[src/rtl/core/jfs_pkg.sv]
// Shared types, constants and helpers for the five-point Jacobi sweep block.
`timescale 1ns / 1ps
`default_nettype none

package jfs_pkg;

  // Field widths fixed by the interface.
  localparam int unsigned DataW   = 32;
  localparam int unsigned CoordW  = 10;
  localparam int unsigned CfgW    = 11;
  localparam int unsigned CfgIdxW = 1;

  // Default buffer and counter sizes.
  localparam int unsigned DefMaxCols = 1024;
  localparam int unsigned DefMaxRows = 1024;

  // Smallest grid dimension, boundary ring included.
  localparam int unsigned MinDim = 3;

  // Configuration register indexes.
  typedef enum logic [CfgIdxW-1:0] {
    CfgGridRows = 1'b0,
    CfgGridCols = 1'b1
  } cfg_reg_e;

  // Position of the incoming item in the raster and what it causes.
  typedef struct packed {
    logic              emit;
    logic              last;
    logic [CoordW-1:0] row;
    logic [CoordW-1:0] col;
  } jfs_pos_t;

  // Clamps a written dimension to [MinDim, hi] and returns that value minus one.
  function automatic logic [31:0] dim_last(logic [CfgW-1:0] v, int unsigned hi);
    logic [31:0] wide;
    wide = {{(32 - CfgW){1'b0}}, v};
    if (wide < MinDim) begin
      return MinDim - 1;
    end else if (wide > hi) begin
      return hi - 1;
    end else begin
      return wide - 32'd1;
    end
  endfunction

endpackage

`default_nettype wire

[src/rtl/core/jfs_update.sv]
// Stencil arithmetic, running maximum of the change and the output stage.
`timescale 1ns / 1ps
`default_nettype none

module jfs_update (
  input  wire logic                       clk_i,
  input  wire logic                       rst_ni,
  input  wire logic                       clear_i,
  input  wire logic                       take_i,
  input  wire jfs_pkg::jfs_pos_t          pos_i,
  input  wire logic [jfs_pkg::DataW-1:0]  down_i,
  input  wire logic [jfs_pkg::DataW-1:0]  up_i,
  input  wire logic [jfs_pkg::DataW-1:0]  left_i,
  input  wire logic [jfs_pkg::DataW-1:0]  right_i,
  input  wire logic [jfs_pkg::DataW-1:0]  center_i,
  output logic                            busy_o,
  output logic                            out_valid_o,
  input  wire logic                       out_stall_i,
  output logic [jfs_pkg::DataW-1:0]       new_value_o,
  output logic [jfs_pkg::CoordW-1:0]      cell_row_o,
  output logic [jfs_pkg::CoordW-1:0]      cell_col_o,
  output logic [jfs_pkg::DataW-1:0]       max_change_o,
  output logic                            last_of_sweep_o
);
  import jfs_pkg::*;

  // Stage A: the item with its neighbors already summed in pairs.
  logic                     a_valid_q, a_valid_d;
  logic signed [DataW:0]    a_sum_ud_q;
  logic signed [DataW:0]    a_sum_lr_q;
  logic [DataW-1:0]         a_center_q;
  jfs_pos_t                 a_pos_q;
  logic                     a_go;

  // Result register and running maximum.
  logic                     out_valid_q, out_valid_d;
  logic [DataW-1:0]         new_value_q;
  logic [CoordW-1:0]        cell_row_q;
  logic [CoordW-1:0]        cell_col_q;
  logic [DataW-1:0]         max_out_q;
  logic                     last_q;
  logic [DataW-1:0]         run_max_q, run_max_d;

  logic signed [DataW+1:0]  sum;
  logic [DataW-1:0]         nv;
  logic signed [DataW:0]    diff_pos;
  logic signed [DataW:0]    diff_neg;
  logic [DataW:0]           abs_wide;
  logic [DataW-1:0]         abs_chg;
  logic [DataW-1:0]         new_max;
  logic                     out_blocked;

  // Stage A moves on whenever the result register is free or being emptied.
  assign out_blocked = out_valid_q && out_stall_i;
  assign a_go        = a_valid_q && !out_blocked;
  assign busy_o      = a_valid_q && out_blocked;

  always_comb begin
    a_valid_d = a_valid_q;
    if (take_i) begin
      a_valid_d = 1'b1;
    end else if (a_go) begin
      a_valid_d = 1'b0;
    end
  end

  always_comb begin
    out_valid_d = out_valid_q;
    if (a_go) begin
      out_valid_d = 1'b1;
    end else if (!out_stall_i) begin
      out_valid_d = 1'b0;
    end
  end

  // Quarter of the four-neighbor sum, rounding toward minus infinity.
  assign sum = {a_sum_ud_q[DataW], a_sum_ud_q} + {a_sum_lr_q[DataW], a_sum_lr_q};
  assign nv  = sum[DataW+1:2];

  // Absolute change, both differences formed side by side; it always fits 32 bits.
  assign diff_pos = $signed({nv[DataW-1], nv}) - $signed({a_center_q[DataW-1], a_center_q});
  assign diff_neg = $signed({a_center_q[DataW-1], a_center_q}) - $signed({nv[DataW-1], nv});
  assign abs_wide = diff_pos[DataW] ? diff_neg : diff_pos;
  assign abs_chg  = abs_wide[DataW-1:0];
  assign new_max  = (abs_chg > run_max_q) ? abs_chg : run_max_q;

  // The maximum starts over after the last interior cell and on any configuration write.
  always_comb begin
    run_max_d = run_max_q;
    if (clear_i) begin
      run_max_d = '0;
    end else if (a_go) begin
      run_max_d = a_pos_q.last ? '0 : new_max;
    end
  end

  always_ff @(posedge clk_i or negedge rst_ni) begin
    if (!rst_ni) begin
      a_valid_q   <= 1'b0;
      out_valid_q <= 1'b0;
      run_max_q   <= '0;
    end else begin
      a_valid_q   <= a_valid_d;
      out_valid_q <= out_valid_d;
      run_max_q   <= run_max_d;
    end
  end

  // Stage A payload.
  always_ff @(posedge clk_i) begin
    if (take_i) begin
      a_sum_ud_q <= $signed({up_i[DataW-1], up_i}) + $signed({down_i[DataW-1], down_i});
      a_sum_lr_q <= $signed({left_i[DataW-1], left_i}) + $signed({right_i[DataW-1], right_i});
      a_center_q <= center_i;
      a_pos_q    <= pos_i;
    end
  end

  // Result payload.
  always_ff @(posedge clk_i) begin
    if (a_go) begin
      new_value_q <= nv;
      cell_row_q  <= a_pos_q.row;
      cell_col_q  <= a_pos_q.col;
      max_out_q   <= new_max;
      last_q      <= a_pos_q.last;
    end
  end

  assign out_valid_o     = out_valid_q;
  assign new_value_o     = new_value_q;
  assign cell_row_o      = cell_row_q;
  assign cell_col_o      = cell_col_q;
  assign max_change_o    = max_out_q;
  assign last_of_sweep_o = last_q;

endmodule

`default_nettype wire

[config.mk]
export PLATFORM = sky130hd
export DESIGN_NAME = jfs_update
export DESIGN_NICKNAME = d
export VERILOG_FILES = /design/src/rtl/core/jfs_pkg.sv /design/src/rtl/core/jfs_update.sv
export SDC_FILE = /design/constraint.sdc
export NUM_CORES = 1
export LEC_CHECK = 0
export BUFFER_PORTS_ARGS = -buffer_cell sky130_fd_sc_hd__buf_4
export CORE_MARGIN = 4
export CORE_UTILIZATION = 55
export DETAILED_ROUTE_END_ITERATION = 16
export PLACE_DENSITY = 0.8
export RECOVER_POWER = 25
export SLEW_MARGIN = 40
export SYNTH_ARGS = -nofsm -noshare
export SYNTH_HDL_FRONTEND = slang
export SYNTH_SLANG_ARGS = --single-unit
[constraint.sdc]
create_clock -name clk_i -period 11.09 [get_ports clk_i]
set_clock_uncertainty 0.1 [all_clocks]
set_input_delay 2.218 -clock clk_i [delete_from_list [all_inputs] [get_ports clk_i]]
set_output_delay 2.218 -clock clk_i [all_outputs]
set_load 0.01 [all_outputs]
==> impl_metrics.yaml <==
place:
  i_o_buffers: 272
  detailedPlacementHpwl_um: 32700
  routabilityCongestion: 0.909
  placed_cells_incl_taps: 2273
synth:
  mappedNetlistArea_mm2: 0.0168
  post_synth.cell_area_avg_um2: 10.2
  synth_ff_type: "sky130_fd_sc_hd__edfxtp_1"
  async_reset_ff_share_pct: 14.3
  synthesis.instances: 1645
  synthesis.nets: 2027
  number_of_synthesized_register_bits: 238
  synth_enable_flop_cells: 204
  post_synth_num_cell_types: 81
  synth-seq-area-share_pct: 41.6
  ys.warnings.count: 0
setup_path:
  crit_path_frequent_cell: "sky130_fd_sc_hd__a21oi_1"
  critical_path.n_buffers_inverters: 2
  crit-reg2reg-launch: "a_sum_ud_q[2]"
  critPathArrivalTime_ns: 9.12
  worst_setup_path_startpoint: "a_sum_ud_q[2]"
  critPathKind: "reg2reg"
  critical_path.reg2reg.endpoint: "run_max_q[28]"
  cp_max_fo: 31
  start_kind: "register"
  category_of_cells_accounting_for_the_largest_share_of_critical_path_delay: "compound AO/OA/AOI/OAI gates"
  ff2ff_path_depth: 30
  worst_setup_path_endpoint: "run_max_q[28]"
  slowest_stage: "sky130_fd_sc_hd__nor4_1"
  critical-path-max-stage-delay_ns: 0.67
  timing.critical_path.required_ns: 11.39
  setup.reg_to_reg.worst_slack_ns: 2.27
  worstSetupEndpointType: "register"
  path_depth: 30
route:
  detail-route-antenna-nets: 0
  routed_wirelength_um: 41600
  drcViolationCount: 0
  drtIter0Drc: 899
  drtPass1Iterations: 5
  dr_vias_cell: 5.85
  num_vias: 13572
  wl_per_cell_um: 17.9
clock_tree:
  post_cts_setup_buffer_count: 0
  cts_resized: 0
  clock_latency_ns: 0.53
  h-tree-depth: 1
  cts-hold-fix-buffers: 0
  numCtsBuffers: 25
  tritoncts: "yes"
  cts_max_path_buffers: 3
  clock_transition_time_at_the_flip_flop_clock_pins_of_the_worst_setup_and_hold_paths_ns: 0.07
  cts_root_buf: "sky130_fd_sc_hd__clkbuf_16"
  numClockSinks: 238
timing:
  fmax_mhz: 113
  timing.setup.tns_ns: 0
  rsz_0062_raised_after_global_routing: "false"
  final_min_period_over_clock_period_pct: 79.6
  report.final.setup_viol: 0
  slew_headroom_pct: -42.5
  slew_viol_final: 76
  worstMarginPinSlew_ns: 2.14
  hold_viol_final: 0
  final.min_clock_period_ns: 8.82
flow_run:
  drv_cap: 2
global_route:
  grtUsageTotal_pct: 24.0
  number_of_antenna_violations_at_the_first_check_in_global_routing: 3
  first_pass_grt_wire_length_um: 66200
  grt_start_max_net_pins: 82
  first_global_vias: 13466
  globalRouteOverflowTotal: 0
status:
  violations: "capacitance limit, slew limit"
  outcome: "complete, but fails checks"
floorplanning:
  row_count: 63
  dieWidth_um: 183
  boundaryPins: 274
  effective_utilization_at_floorplan_pct: 56.2
  coreArea_mm2: 0.0299
  die-area_mm2: 0.0334
  fp.dieH_um: 183
pwr:
  power.static_leakage_nw: 8.81
  internal_power_w: 0.00344
  seq_power_share_pct: 23.3
  netSwitchingFraction_pct: 43.6
  pwr_density_cell_mw_per_mm2: 306
  worst_ir_drop_vdd_uv: 172
  power.total_w: 0.00610
  p_switching_w: 0.00266
  comb_power_share_pct: 63.4
  power_frac_clock_pct: 13.3
layout:
  post_layout_nonfiller_instances: 2319
  filler_cell_count: 2374
  antenna-diode-count: 0
  layout_commonest_cell: "sky130_fd_sc_hd__buf_4"
  finalNetCount: 2293
  drive_above_1_share_pct: 18.6
  mostFrequentLayoutCells: "sky130_fd_sc_hd__buf_4 (218), sky130_fd_sc_hd__edfxtp_1 (204), sky130_fd_sc_hd__ha_1 (191), sky130_fd_sc_hd__a21oi_1 (152), sky130_fd_sc_hd__inv_1 (134)"
  synthToLayoutAreaGrowth_pct: 18.9
min_path:
  min_path_type: "reg2reg"
-- routing by layer --
| layer | wire, um | track usage (%) | part of all wire (%) | vias up |
|---|---|---|---|---|
| met1 | 17700 | 31.2 | 43 | 6353 |
| met3 | 2840 | 4.35 | 6.8 | 95 |
| met4 | 1340 | 8.23 | 3.2 | 6 |
| met2 | 19600 | 40.7 | 47 | 444 |
| li1 | - | - | - | 6674 |
| met5 | 41 | 0 | 0.099 | - |
-- through the flow --
step | cell area, um^2 | util (%) | setup WS [ns] | hold WS, ns
finish | 20000 | 66.8 | 2.27 | 0.311
global placement | 19200 | 64.1 | 2.41 | 0.300
global route | 20000 | 66.8 | 1.71 | 0.316
floorplan | 16800 | - | 4.05 | 0.300
CTS | 20000 | 66.8 | 2.16 | 0.313
detailed placement | 19200 | 64.1 | 2.19 | 0.305
-- cell usage after synthesis, types with 20 or more instances --
| cell | count | area, um^2 |
|---|---|---|
| sky130_fd_sc_hd__nand2_1 | 93 | 349 |
| sky130_fd_sc_hd__edfxtp_1 | 204 | 6130 |
| sky130_fd_sc_hd__dfrtp_1 | 34 | 851 |
| sky130_fd_sc_hd__o21bai_1 | 20 | 150 |
| sky130_fd_sc_hd__inv_1 | 135 | 507 |
| sky130_fd_sc_hd__xor2_1 | 37 | 324 |
| sky130_fd_sc_hd__nor2b_1 | 20 | 125 |
| sky130_fd_sc_hd__nand3_1 | 31 | 155 |
| sky130_fd_sc_hd__nor2_1 | 88 | 330 |
| sky130_fd_sc_hd__xnor2_1 | 71 | 622 |
| sky130_fd_sc_hd__a21o_1 | 66 | 495 |
| sky130_fd_sc_hd__mux2_2 | 22 | 248 |
| sky130_fd_sc_hd__nor3_1 | 25 | 125 |
| sky130_fd_sc_hd__a211oi_1 | 21 | 158 |
| sky130_fd_sc_hd__clkbuf_1 | 21 | 78.8 |
| sky130_fd_sc_hd__o21ai_0 | 96 | 480 |
| sky130_fd_sc_hd__ha_1 | 191 | 2390 |
| sky130_fd_sc_hd__and3_1 | 20 | 125 |
| sky130_fd_sc_hd__a21oi_1 | 153 | 766 |
| sky130_fd_sc_hd__nand4_1 | 20 | 125 |
| sky130_fd_sc_hd__a22o_1 | 27 | 236 |
-- power groups by stage --
stage          sequential [W]  combinational (W)  clock [W]
5_1_grt               0.00144            0.00431   0.000865
3_3_place_gp          0.00143            0.00368          0
3_5_place_dp          0.00144            0.00379          0
4_1_cts               0.00142            0.00382   0.000830
2_1_floorplan         0.00147            0.00276          0
6_report              0.00142            0.00387   0.000814
-- cell type report --
| cell class | count | area (um^2) | area share, % |
|---|---|---|---|
| Clock buffer | 34 | 689 | 3.46 |
| Timing Repair Buffer | 278 | 2070 | 10.4 |
| Multi-Input combinational cell | 1233 | 9110 | 45.7 |
| Inverter | 135 | 508 | 2.55 |
| Clock inverter | 11 | 109 | 0.546 |
| Tap cell | 390 | 488 | 2.45 |
| Sequential cell | 238 | 6980 | 35.0 |
-- sequential cells by signal (all words and copies together) (netlist names) --
| register | count |
|---|---|
| new_value_o | 32 |
| a_sum_lr_q | 33 |
| cell_col_o | 10 |
| cell_row_o | 10 |
| a_center_q | 32 |
| out_valid_o | 1 |
| a_pos_q | 21 |
| a_sum_ud_q | 33 |
| last_of_sweep_o | 1 |
| run_max_q | 32 |
| max_change_o | 32 |
| a_valid_q | 1 |
-- worst min-delay path by stage --
stage | slack, ns | endpoint | cells past startpoint | startpoint
global route | 0.32 | cell_col_o[4] | 0 | a_pos_q[4]
CTS | 0.31 | cell_col_o[4] | 0 | a_pos_q[4]
detailed placement | 0.30 | cell_col_o[4] | 0 | a_pos_q[4]
global placement | 0.30 | cell_col_o[3] | 0 | a_pos_q[3]
floorplan | 0.30 | cell_col_o[0] | 0 | a_pos_q[0]
finish | 0.31 | cell_col_o[4] | 0 | a_pos_q[4]
-- cell families after synthesis --
| kind of cell | after synthesis | share of synthesized area (%) |
|---|---|---|
| flip-flops | 238 | 41.6 |
| AND/OR/NAND/NOR | 377 | 11.3 |
| adder cells (fa/ha/maj) | 195 | 14.7 |
| buffers and inverters | 174 | 4.15 |
| multiplexers | 34 | 2.19 |
| XOR/XNOR | 108 | 5.64 |
| AO/OA/AOI/OAI | 519 | 20.5 |
(Power assumes the default switching activity.)
