[src/rtl/core/jfs_pkg.sv]
// Shared types, constants and helpers for the five-point Jacobi sweep block.
`timescale 1ns / 1ps
`default_nettype none

package jfs_pkg;

  // Field widths fixed by the interface.
  localparam int unsigned DataW   = 32;
  localparam int unsigned CoordW  = 10;
  localparam int unsigned CfgW    = 11;
  localparam int unsigned CfgIdxW = 1;

  // Default buffer and counter sizes.
  localparam int unsigned DefMaxCols = 1024;
  localparam int unsigned DefMaxRows = 1024;

  // Smallest grid dimension, boundary ring included.
  localparam int unsigned MinDim = 3;

  // Configuration register indexes.
  typedef enum logic [CfgIdxW-1:0] {
    CfgGridRows = 1'b0,
    CfgGridCols = 1'b1
  } cfg_reg_e;

  // Position of the incoming item in the raster and what it causes.
  typedef struct packed {
    logic              emit;
    logic              last;
    logic [CoordW-1:0] row;
    logic [CoordW-1:0] col;
  } jfs_pos_t;

  // Clamps a written dimension to [MinDim, hi] and returns that value minus one.
  function automatic logic [31:0] dim_last(logic [CfgW-1:0] v, int unsigned hi);
    logic [31:0] wide;
    wide = {{(32 - CfgW){1'b0}}, v};
    if (wide < MinDim) begin
      return MinDim - 1;
    end else if (wide > hi) begin
      return hi - 1;
    end else begin
      return wide - 32'd1;
    end
  endfunction

endpackage

`default_nettype wire

[src/rtl/core/jfs_raster.sv]
// Grid size registers and the row and column counters of the raster scan.
`timescale 1ns / 1ps
`default_nettype none

module jfs_raster #(
  parameter int unsigned MAX_COLS = jfs_pkg::DefMaxCols,
  parameter int unsigned MAX_ROWS = jfs_pkg::DefMaxRows,
  localparam int unsigned ColW = $clog2(MAX_COLS),
  localparam int unsigned RowW = $clog2(MAX_ROWS)
) (
  input  wire logic                        clk_i,
  input  wire logic                        rst_ni,
  input  wire logic                        cfg_we_i,
  input  wire logic [jfs_pkg::CfgIdxW-1:0] cfg_index_i,
  input  wire logic [jfs_pkg::CfgW-1:0]    cfg_wdata_i,
  input  wire logic                        accept_i,
  output jfs_pkg::jfs_pos_t                pos_o,
  output logic [ColW-1:0]                  col_o,
  output logic [ColW-1:0]                  col_next_o
);
  import jfs_pkg::*;

  logic [RowW-1:0] rows_last_q, rows_last_d;
  logic [ColW-1:0] cols_last_q, cols_last_d;
  logic [RowW-1:0] row_q, row_d;
  logic [ColW-1:0] col_q, col_d;
  logic [31:0]     rows_clamped;
  logic [31:0]     cols_clamped;
  logic [31:0]     row_minus1;
  logic [31:0]     col_wide;
  logic            row_end;
  logic            sweep_end;

  assign rows_clamped = dim_last(cfg_wdata_i, MAX_ROWS);
  assign cols_clamped = dim_last(cfg_wdata_i, MAX_COLS);

  // Configuration writes update a dimension and restart the sweep.
  always_comb begin
    rows_last_d = rows_last_q;
    cols_last_d = cols_last_q;
    if (cfg_we_i) begin
      case (cfg_reg_e'(cfg_index_i))
        CfgGridRows: rows_last_d = rows_clamped[RowW-1:0];
        CfgGridCols: cols_last_d = cols_clamped[ColW-1:0];
        default: ;
      endcase
    end
  end

  assign row_end   = (col_q == cols_last_q);
  assign sweep_end = row_end && (row_q == rows_last_q);

  // Raster counters: columns wrap at the row end, rows at the sweep end.
  always_comb begin
    row_d = row_q;
    col_d = col_q;
    if (cfg_we_i) begin
      row_d = '0;
      col_d = '0;
    end else if (accept_i) begin
      if (row_end) begin
        col_d = '0;
        row_d = sweep_end ? '0 : row_q + RowW'(1);
      end else begin
        col_d = col_q + ColW'(1);
      end
    end
  end

  always_ff @(posedge clk_i or negedge rst_ni) begin
    if (!rst_ni) begin
      rows_last_q <= RowW'(MinDim - 1);
      cols_last_q <= ColW'(MinDim - 1);
      row_q       <= '0;
      col_q       <= '0;
    end else begin
      rows_last_q <= rows_last_d;
      cols_last_q <= cols_last_d;
      row_q       <= row_d;
      col_q       <= col_d;
    end
  end

  // The item at (r, c) completes the interior cell (r - 1, c).
  assign row_minus1 = 32'(row_q) - 32'd1;
  assign col_wide   = 32'(col_q);

  always_comb begin
    pos_o.emit = (row_q >= RowW'(2)) && (col_q != '0) && !row_end;
    pos_o.last = (row_q == rows_last_q) && (col_q == cols_last_q - ColW'(1));
    pos_o.row  = row_minus1[CoordW-1:0];
    pos_o.col  = col_wide[CoordW-1:0];
  end

  assign col_o      = col_q;
  assign col_next_o = col_d;

endmodule

`default_nettype wire

[config.mk]
export PLATFORM = sky130hd
export DESIGN_NAME = jfs_raster
export DESIGN_NICKNAME = d
export VERILOG_FILES = /design/src/rtl/core/jfs_pkg.sv /design/src/rtl/core/jfs_raster.sv
export SDC_FILE = /design/constraint.sdc
export NUM_CORES = 1
export LEC_CHECK = 0
export BUFFER_PORTS_ARGS = -buffer_cell sky130_fd_sc_hd__buf_2
export CAP_MARGIN = 10
export CORE_MARGIN = 1
export CORE_UTILIZATION = 30
export CTS_BUF_LIST = sky130_fd_sc_hd__clkbuf_4 sky130_fd_sc_hd__clkbuf_8 sky130_fd_sc_hd__clkbuf_16
export DETAILED_ROUTE_END_ITERATION = 6
export GPL_ROUTABILITY_DRIVEN = 0
export GPL_TIMING_DRIVEN = 0
export SYNTH_ARGS = -nofsm -noshare
export SYNTH_HDL_FRONTEND = slang
export SYNTH_SLANG_ARGS = --single-unit
[constraint.sdc]
create_clock -name clk_i -period 2.6 [get_ports clk_i]
set_clock_uncertainty 0.1 [all_clocks]
set_input_delay 0.39 -clock clk_i [delete_from_list [all_inputs] [get_ports clk_i]]
set_output_delay 0.39 -clock clk_i [all_outputs]
set_load 0.005 [all_outputs]
==> run summary, run 1 <==
Run
* **max_cap viols** 0

Critical path
* **cells along the critical path** or3_1 > buf_6 > or4_4 > a2111oi_4 > nand4b_1 > a311oi_2 > buf_2
* **required time at the worst-slack endpoint** 2.11 ns
* **Crit Reg-Reg Endpoint** row_q[2]$_DFFE_PN0P_
* **Arrival @ worst endpoint** 2.52 ns
* **Crit Path Max Fanout** 6
* **path depth of the worst reg2reg path** 8
* **largest stage delay on the critical path** 0.42 ns
* **reg2reg setup slack** 0.26 ns
* **Slowest-stage cell, CP** sky130_fd_sc_hd__or4_4
* **worst setup path class** reg2out
* **crit path capture type** output port
* **Worst R2R Start** row_q[7]$_DFFE_PN0P_
* **sort of element at the start of the critical path** flip-flop

Synth
* **fraction of the mapped netlist area in compound gates** 0.148
* **combinational family with the most area after synthesis** simple AND/OR/NAND/NOR gates
* **predominant post-synthesis flop cell** sky130_fd_sc_hd__dfrtp_1
* **area share of fa/ha/maj cells after synthesis** 0.0300
* **simple-gate share of the synthesized area** 0.256
* **post-synth top area share** 0.326
* **dominant cells by area after synthesis** sky130_fd_sc_hd__dfrtp_1 33%, sky130_fd_sc_hd__xor2_1 7.8%, sky130_fd_sc_hd__xnor2_1 6.9%
* **count of unique library cells instantiated by Yosys** 46
* **cells after synthesis** 346
* **mean cell area of the mapped netlist** 8.43 um2
* **flops & latches, synth** 40
* **fraction of the yosys area taken by sequential cells** 0.344
* **cell taking the most area after synthesis** sky130_fd_sc_hd__dfrtp_1
* **synthesized net count** 369
* **xor and xnor area share after synthesis** 0.147
* **multiplexer area fraction after synthesis** 0
* **Post-synth EDFFs** 0
* **Synth async-reset ratio** 1.00
* **Synthesis Warnings** 0
* **combined area of all synthesized cells** 2920 um2

Place
* **worst setup timing slack at the placement stage** -0.295 ns
* **Detail Placement HPWL** 5780 um
* **Buffers on Ports** 55

GRT
* **all-layer global routing usage** 0.154
* **first-pass GRT wire length** 12400 um
* **total gr overflow** 0
* **maximum number of pins on one net before global-route repair** 41
* **initial antenna violation count** 0
* **number of global-route vias before repair** 2507

Timing
* **final setup violation count** 1
* **endpoints failing hold** 0
* **final setup TNS** -0.412 ns
* **smallest setup slack after layout** -0.412 ns
* **Pins Over Slew Limit** 0
* **Final Critical Period** 3.01 ns
* **slew at the pin closest to its max-slew limit** 0.877 ns
* **highest clock rate** 332 MHz
* **slew margin rel.** 0.415
* **setup repair after global routing missed its margin** true
* **final cycle utilization of the critical path** 1.16

Cells and area
* **layout-stage area growth over the synthesis result** 23.9%
* **number of inserted diodes** 0
* **layout net count** 430
* **share of the core filled with cells** 0.388
* **fraction of final layout cells with drive strength greater than 1** 0.270

Clock tree
* **number of buffers added by the clock tree synthesis step** 5
* **number of buffers on the longest clock path** 2
* **clock transition time at the flip-flop clock pins of the worst setup and hold paths** 0.09 ns
* **TritonCTS clock tree** done
* **H-tree level count** 2
* **Clock Tree Root** sky130_fd_sc_hd__clkbuf_8
* **total clock sinks** 40
* **worst skew pair latency** 0.30 ns

Min path
* **type of the most critical hold path** in2async

Power and ir drop
* **leakage power figure** 1.58 nW
* **peak supply drop** 0.000210 V
* **power per cell area** 436 nW/um2

Floorplanning
* **Die Area** 10100 um2
* **row count** 35
* **top-level I/O count** 58
* **placeable core region** 9330 um2
* **initial core utilization** 0.313
* **Die X-Extent** 101 um
* **die extent in y** 101 um

Route
* **total number of vias** 2668
* **count of routing violations after the opening detailed-route iteration** 125
* **DRC violation count after routing** 0
* **detail-routed via count per cell** 4.97
* **DRT Wirelength** 7620 um
* **remaining antenna violation count after routing** 0
* **number of detailed-route iterations in the first pass** 5
* **routed length per placed instance** 14.2 um

Outcome
* **violations in the final reports** negative setup slack
* **run status** finished with violations

==> cell usage in the layout, fill, tap and decap left out, types with 5 or more instances in the layout <==
cell                       instances
sky130_fd_sc_hd__buf_2            55
sky130_fd_sc_hd__nand2_1          35
sky130_fd_sc_hd__dfrtp_1          30
sky130_fd_sc_hd__xor2_1           26
sky130_fd_sc_hd__o21ai_0          20
sky130_fd_sc_hd__nor2_1           18
sky130_fd_sc_hd__xnor2_1          17
sky130_fd_sc_hd__buf_4            16
sky130_fd_sc_hd__inv_1            14
sky130_fd_sc_hd__nand4_1          14
sky130_fd_sc_hd__nor3_1           14
sky130_fd_sc_hd__nand3_1          14
sky130_fd_sc_hd__clkbuf_1         13
sky130_fd_sc_hd__a21oi_1          11
sky130_fd_sc_hd__dfrtp_2           8
sky130_fd_sc_hd__nor4_1            7
sky130_fd_sc_hd__o31ai_1           7
sky130_fd_sc_hd__a22oi_1           6
sky130_fd_sc_hd__ha_1              6
sky130_fd_sc_hd__and3_1            5
sky130_fd_sc_hd__clkbuf_8          5
==> sequential cells by signal (all words and copies together) (netlist names) <==
name / cells
rows_last_q: 10
col_o: 10
cols_last_q: 10
row_q: 10
==> cell usage after synthesis, types with 7 or more instances <==
library cell / number
sky130_fd_sc_hd__dfrtp_1: 38
sky130_fd_sc_hd__nand2_1: 35
sky130_fd_sc_hd__xor2_1: 26
sky130_fd_sc_hd__xnor2_1: 23
sky130_fd_sc_hd__clkbuf_1: 20
sky130_fd_sc_hd__o21ai_0: 20
sky130_fd_sc_hd__nor2_1: 18
sky130_fd_sc_hd__nor3_1: 16
sky130_fd_sc_hd__inv_1: 14
sky130_fd_sc_hd__nand3_1: 14
sky130_fd_sc_hd__nand4_1: 14
sky130_fd_sc_hd__a21oi_1: 11
sky130_fd_sc_hd__buf_4: 11
sky130_fd_sc_hd__nor4_1: 8
sky130_fd_sc_hd__ha_1: 7
sky130_fd_sc_hd__o31ai_1: 7
==> timing repair <==
| item | in CTS | in global routing |
|---|---|---|
| setup endpoints to repair | 15 | 13 |
| buffers inserted | 5 | 0 |
| hold buffers | 0 | 0 |
| gates resized for setup | 12 | 18 |
| pin swaps | 5 | 4 |
==> cell type report <==
class | count | area (um2)
repair buffers | 60 | 313
flip-flops and latches | 40 | 1010
clock buffers | 5 | 68.8
well taps | 129 | 161
clock inverters | 3 | 42.5
inverters | 14 | 52.6
plain buffers | 27 | 158
fillers | 968 | 5710
multi-input cells | 259 | 1810
==> routing by layer <==
metal  vias up  GRT usage  share of wire
met5         -          0              0
li1       1344          -              -
met4         0     0.0446          0.018
met1      1248      0.200           0.46
met3        13     0.0298          0.042
met2        63      0.261           0.48
==> critical path: cells and delay by family (launching register included) <==
family                 cells  cell delay (ns)
AO/OA/AOI/OAI              2             0.57
buffers and inverters      2             0.30
flip-flops                 1             0.40
AND/OR/NAND/NOR            3             0.95
==> worst max path at each step <==
stage	from	endpoint	slack [ns]	depth (start not counted)
2_1_floorplan	cols_last_q[0]$_DFFE_PN0P_	pos_o[20]	0.11	6
3_3_place_gp	col_o[9]$_DFF_PN0_	col_next_o[8]	-0.25	6
3_5_place_dp	col_o[9]$_DFF_PN0_	col_next_o[8]	-0.29	6
4_1_cts	cols_last_q[1]$_DFFE_PN1P_	pos_o[20]	-0.43	7
5_1_grt	cols_last_q[1]$_DFFE_PN1P_	pos_o[20]	-0.53	7
6_report	cols_last_q[1]$_DFFE_PN1P_	pos_o[20]	-0.41	7
==> power breakdown <==
group,total (W),switching (W),leakage [nW],internal (W)
logic,0.000331,0.000184,1.03,0.000146
clock network,0.000520,0.000236,0.0541,0.000284
registers,0.000724,0.0000532,0.500,0.000670
==> per-stage QoR <==
step / std cells / cell area (um2) / hold WS, ns / power [W]
after global placement: 530 / 3350 / 0.386 / 0.00101
after CTS: 540 / 3550 / 0.143 / 0.00157
final: 537 / 3610 / 0.0870 / 0.00157
after global routing: 537 / 3610 / 0.177 / 0.00166
after floorplan: 346 / 2920 / -0.00559 / 0.000921
after detailed placement: 530 / 3350 / 0.394 / 0.00102
==> kinds of logic after synthesis <==
| group | Yosys count |
|---|---|
| DFF | 40 |
| AOI/OAI and AO/OA | 63 |
| adders and majority gates | 7 |
| and+or+nand+nor | 140 |
| xor gates and xnor gates | 49 |
| buffers and inverters | 47 |
(Power assumes the default switching activity.)
==> run 2: changes to the inputs <==
Settings changed: MAX_ROUTING_LAYER set to met4.
==> run 2 against run 1 <==
Compared with the run above:
- the flow still finishes with violations (negative setup slack)
- sequential power about the same
- sequential share of layout area unchanged
- global-route usage increased by 0.41 points
- via count increased by 0.45%
- non-clock buffer count unchanged
- combinational power about the same
- clock-buffer cell count unchanged
- flip-flop and latch count unchanged
- design area unchanged
- fmax increased by 0.16%
- wire length decreased by 0.67%
- critical path depth unchanged
- critical path type unchanged
==> run summary, run 2 (same netlist as run 1, synthesis figures left out) <==
Outcome
* **run status** finished with violations
* **violations in the final reports** negative setup slack

Route
* **DRT Wirelength** 7570 um
* **remaining antenna violation count after routing** 0
* **number of detailed-route iterations in the first pass** 4
* **DRC violation count after routing** 0
* **routed length per placed instance** 14.1 um
* **total number of vias** 2680
* **detail-routed via count per cell** 4.99
* **count of routing violations after the opening detailed-route iteration** 124

Critical path
* **largest stage delay on the critical path** 0.42 ns
* **Critical path destination** pos_o[20]
* **Crit Reg-Reg Endpoint** row_q[2]$_DFFE_PN0P_
* **launching instance or port of the critical path** cols_last_q[1]$_DFFE_PN1P_
* **Arrival @ worst endpoint** 2.52 ns
* **sort of element at the start of the critical path** flip-flop
* **worst setup path class** reg2out
* **path depth of the worst reg2reg path** 8
* **reg2reg setup slack** 0.26 ns
* **required time at the worst-slack endpoint** 2.11 ns
* **Crit Path Max Fanout** 6
* **crit path capture type** output port
* **cells along the critical path** or3_1 > buf_6 > or4_4 > a2111oi_4 > nand4b_1 > a311oi_2 > buf_2
* **Slowest-stage cell, CP** sky130_fd_sc_hd__or4_4
* **Worst R2R Start** row_q[7]$_DFFE_PN0P_

Clock tree
* **Clock Tree Root** sky130_fd_sc_hd__clkbuf_8
* **number of buffers added by the clock tree synthesis step** 5
* **total clock sinks** 40
* **clock transition time at the flip-flop clock pins of the worst setup and hold paths** 0.09 ns
* **H-tree level count** 2
* **number of buffers on the longest clock path** 2
* **worst skew pair latency** 0.29 ns
* **TritonCTS clock tree** done
* **hold-fix buffer count after cts** 0

Cells and area
* **number of inserted diodes** 0
* **layout net count** 430
* **leading cell types in the layout, fill and taps excluded** 55 x sky130_fd_sc_hd__buf_2, 35 x sky130_fd_sc_hd__nand2_1, 30 x sky130_fd_sc_hd__dfrtp_1
* **Final Instance Area** 3610 um2
* **number of standard cells in the final layout excluding fillers** 537
* **layout-stage area growth over the synthesis result** 23.9%
* **flip-flop and latch area** 1010 um2
* **fraction of final layout cells with drive strength greater than 1** 0.270
* **Multi-input gate area** 1810 um2
* **most common library cell in the layout ignoring fill and taps** sky130_fd_sc_hd__buf_2
* **fillcell total** 968

Power and ir drop
* **leakage power figure** 1.58 nW
* **peak supply drop** 0.000210 V
* **power per cell area** 435 nW/um2
* **Psw** 0.000471 W
* **total chip power** 0.00157 W
* **combinational cell fraction of total power** 0.210
* **Internal Dissipation** 0.00110 W
* **switching share of total power** 0.300
* **portion of total power attributed to sequential cells** 0.460
* **Clk network pwr share** 0.330

Floorplanning
* **initial core utilization** 0.313
* **Die Area** 10100 um2
* **top-level I/O count** 58
* **die extent in y** 101 um
* **placeable core region** 9330 um2
* **Die X-Extent** 101 um
* **row count** 35

GRT
* **total gr overflow** 0
* **first-pass GRT wire length** 12400 um
* **all-layer global routing usage** 0.159
* **maximum number of pins on one net before global-route repair** 41
* **initial antenna violation count** 0
* **number of global-route vias before repair** 2502

Timing
* **final setup violation count** 1
* **highest clock rate** 333 MHz
* **setup repair after global routing missed its margin** true
* **smallest setup slack after layout** -0.407 ns
* **slew margin rel.** 0.420
* **final cycle utilization of the critical path** 1.16
* **slew at the pin closest to its max-slew limit** 0.870 ns
* **Pins Over Slew Limit** 0
* **endpoints failing hold** 0
* **Final Critical Period** 3.01 ns

Place
* **Detail Placement HPWL** 5780 um
* **Buffers on Ports** 55
* **count of placed standard cells including taps** 530
* **area of placed instances** 3350 um2

Run
* **max_cap viols** 0

Min path
* **type of the most critical hold path** in2async

-- run 2: cell counts in the layout (fill, tap and decap cells not counted) --
No cell type changed its count.
-- run 2: critical path, delay by kind of cell (launching register included) --
family / cells / cell delay (ns)
simple gates: 3 / 0.95
compound gates: 2 / 0.57
flops: 1 / 0.40
buf+inv: 2 / 0.30
-- run 2: metrics by stage --
stage,hold WS [ns],TNS [ns],util,worst slack [ns]
6_report,0.0958,-0.407,0.388,-0.407
3_3_place_gp,0.386,-2.13,0.359,-0.251
5_1_grt,0.173,-0.606,0.388,-0.528
3_5_place_dp,0.394,-2.47,0.359,-0.295
4_1_cts,0.143,-0.428,0.381,-0.428
2_1_floorplan,-0.00559,0,-,0.109
-- run 2: final cells by class --
cell class | instances | share of cell area
Buffer | 27 | 0.0436
Tap cell | 129 | 0.0447
Clock buffer | 5 | 0.0190
Timing Repair Buffer | 60 | 0.0865
Sequential cell | 40 | 0.280
Multi-Input combinational cell | 259 | 0.499
Clock inverter | 3 | 0.0118
Inverter | 14 | 0.0145
-- run 2: metal layers --
layer	GRT usage	vias to the layer above	wire, um
li1	-	1343	-
met1	0.199	1263	3500
met2	0.261	65	3640
met3	0.0298	9	303
met4	0.0446	0	127
met5	-	-	0
-- run 2: worst min-delay path by stage --
stage                          startpoint                          to  cells after the start
2_1_floorplan                      rst_ni          col_o[0]$_DFF_PN0_                      0
6_report                           rst_ni        row_q[2]$_DFFE_PN0P_                      1
3_3_place_gp   rows_last_q[1]$_DFFE_PN1P_  rows_last_q[1]$_DFFE_PN1P_                      2
3_5_place_dp   rows_last_q[3]$_DFFE_PN0P_  rows_last_q[3]$_DFFE_PN0P_                      2
5_1_grt                            rst_ni        row_q[2]$_DFFE_PN0P_                      1
4_1_cts                            rst_ni        row_q[2]$_DFFE_PN0P_                      1
-- run 2: what timing repair did --
item	in CTS	in global routing
pin swaps	5	4
resized for setup	12	18
buffers inserted	5	0
cloned	0	0
endpoints found under the setup margin	15	13
-- run 2: power groups by stage --
stage	logic, W	clock network (W)	registers (W)
2_1_floorplan	0.000203	0	0.000719
3_3_place_gp	0.000275	0	0.000733
3_5_place_dp	0.000283	0	0.000736
4_1_cts	0.000317	0.000531	0.000720
5_1_grt	0.000367	0.000557	0.000731
6_report	0.000330	0.000519	0.000723
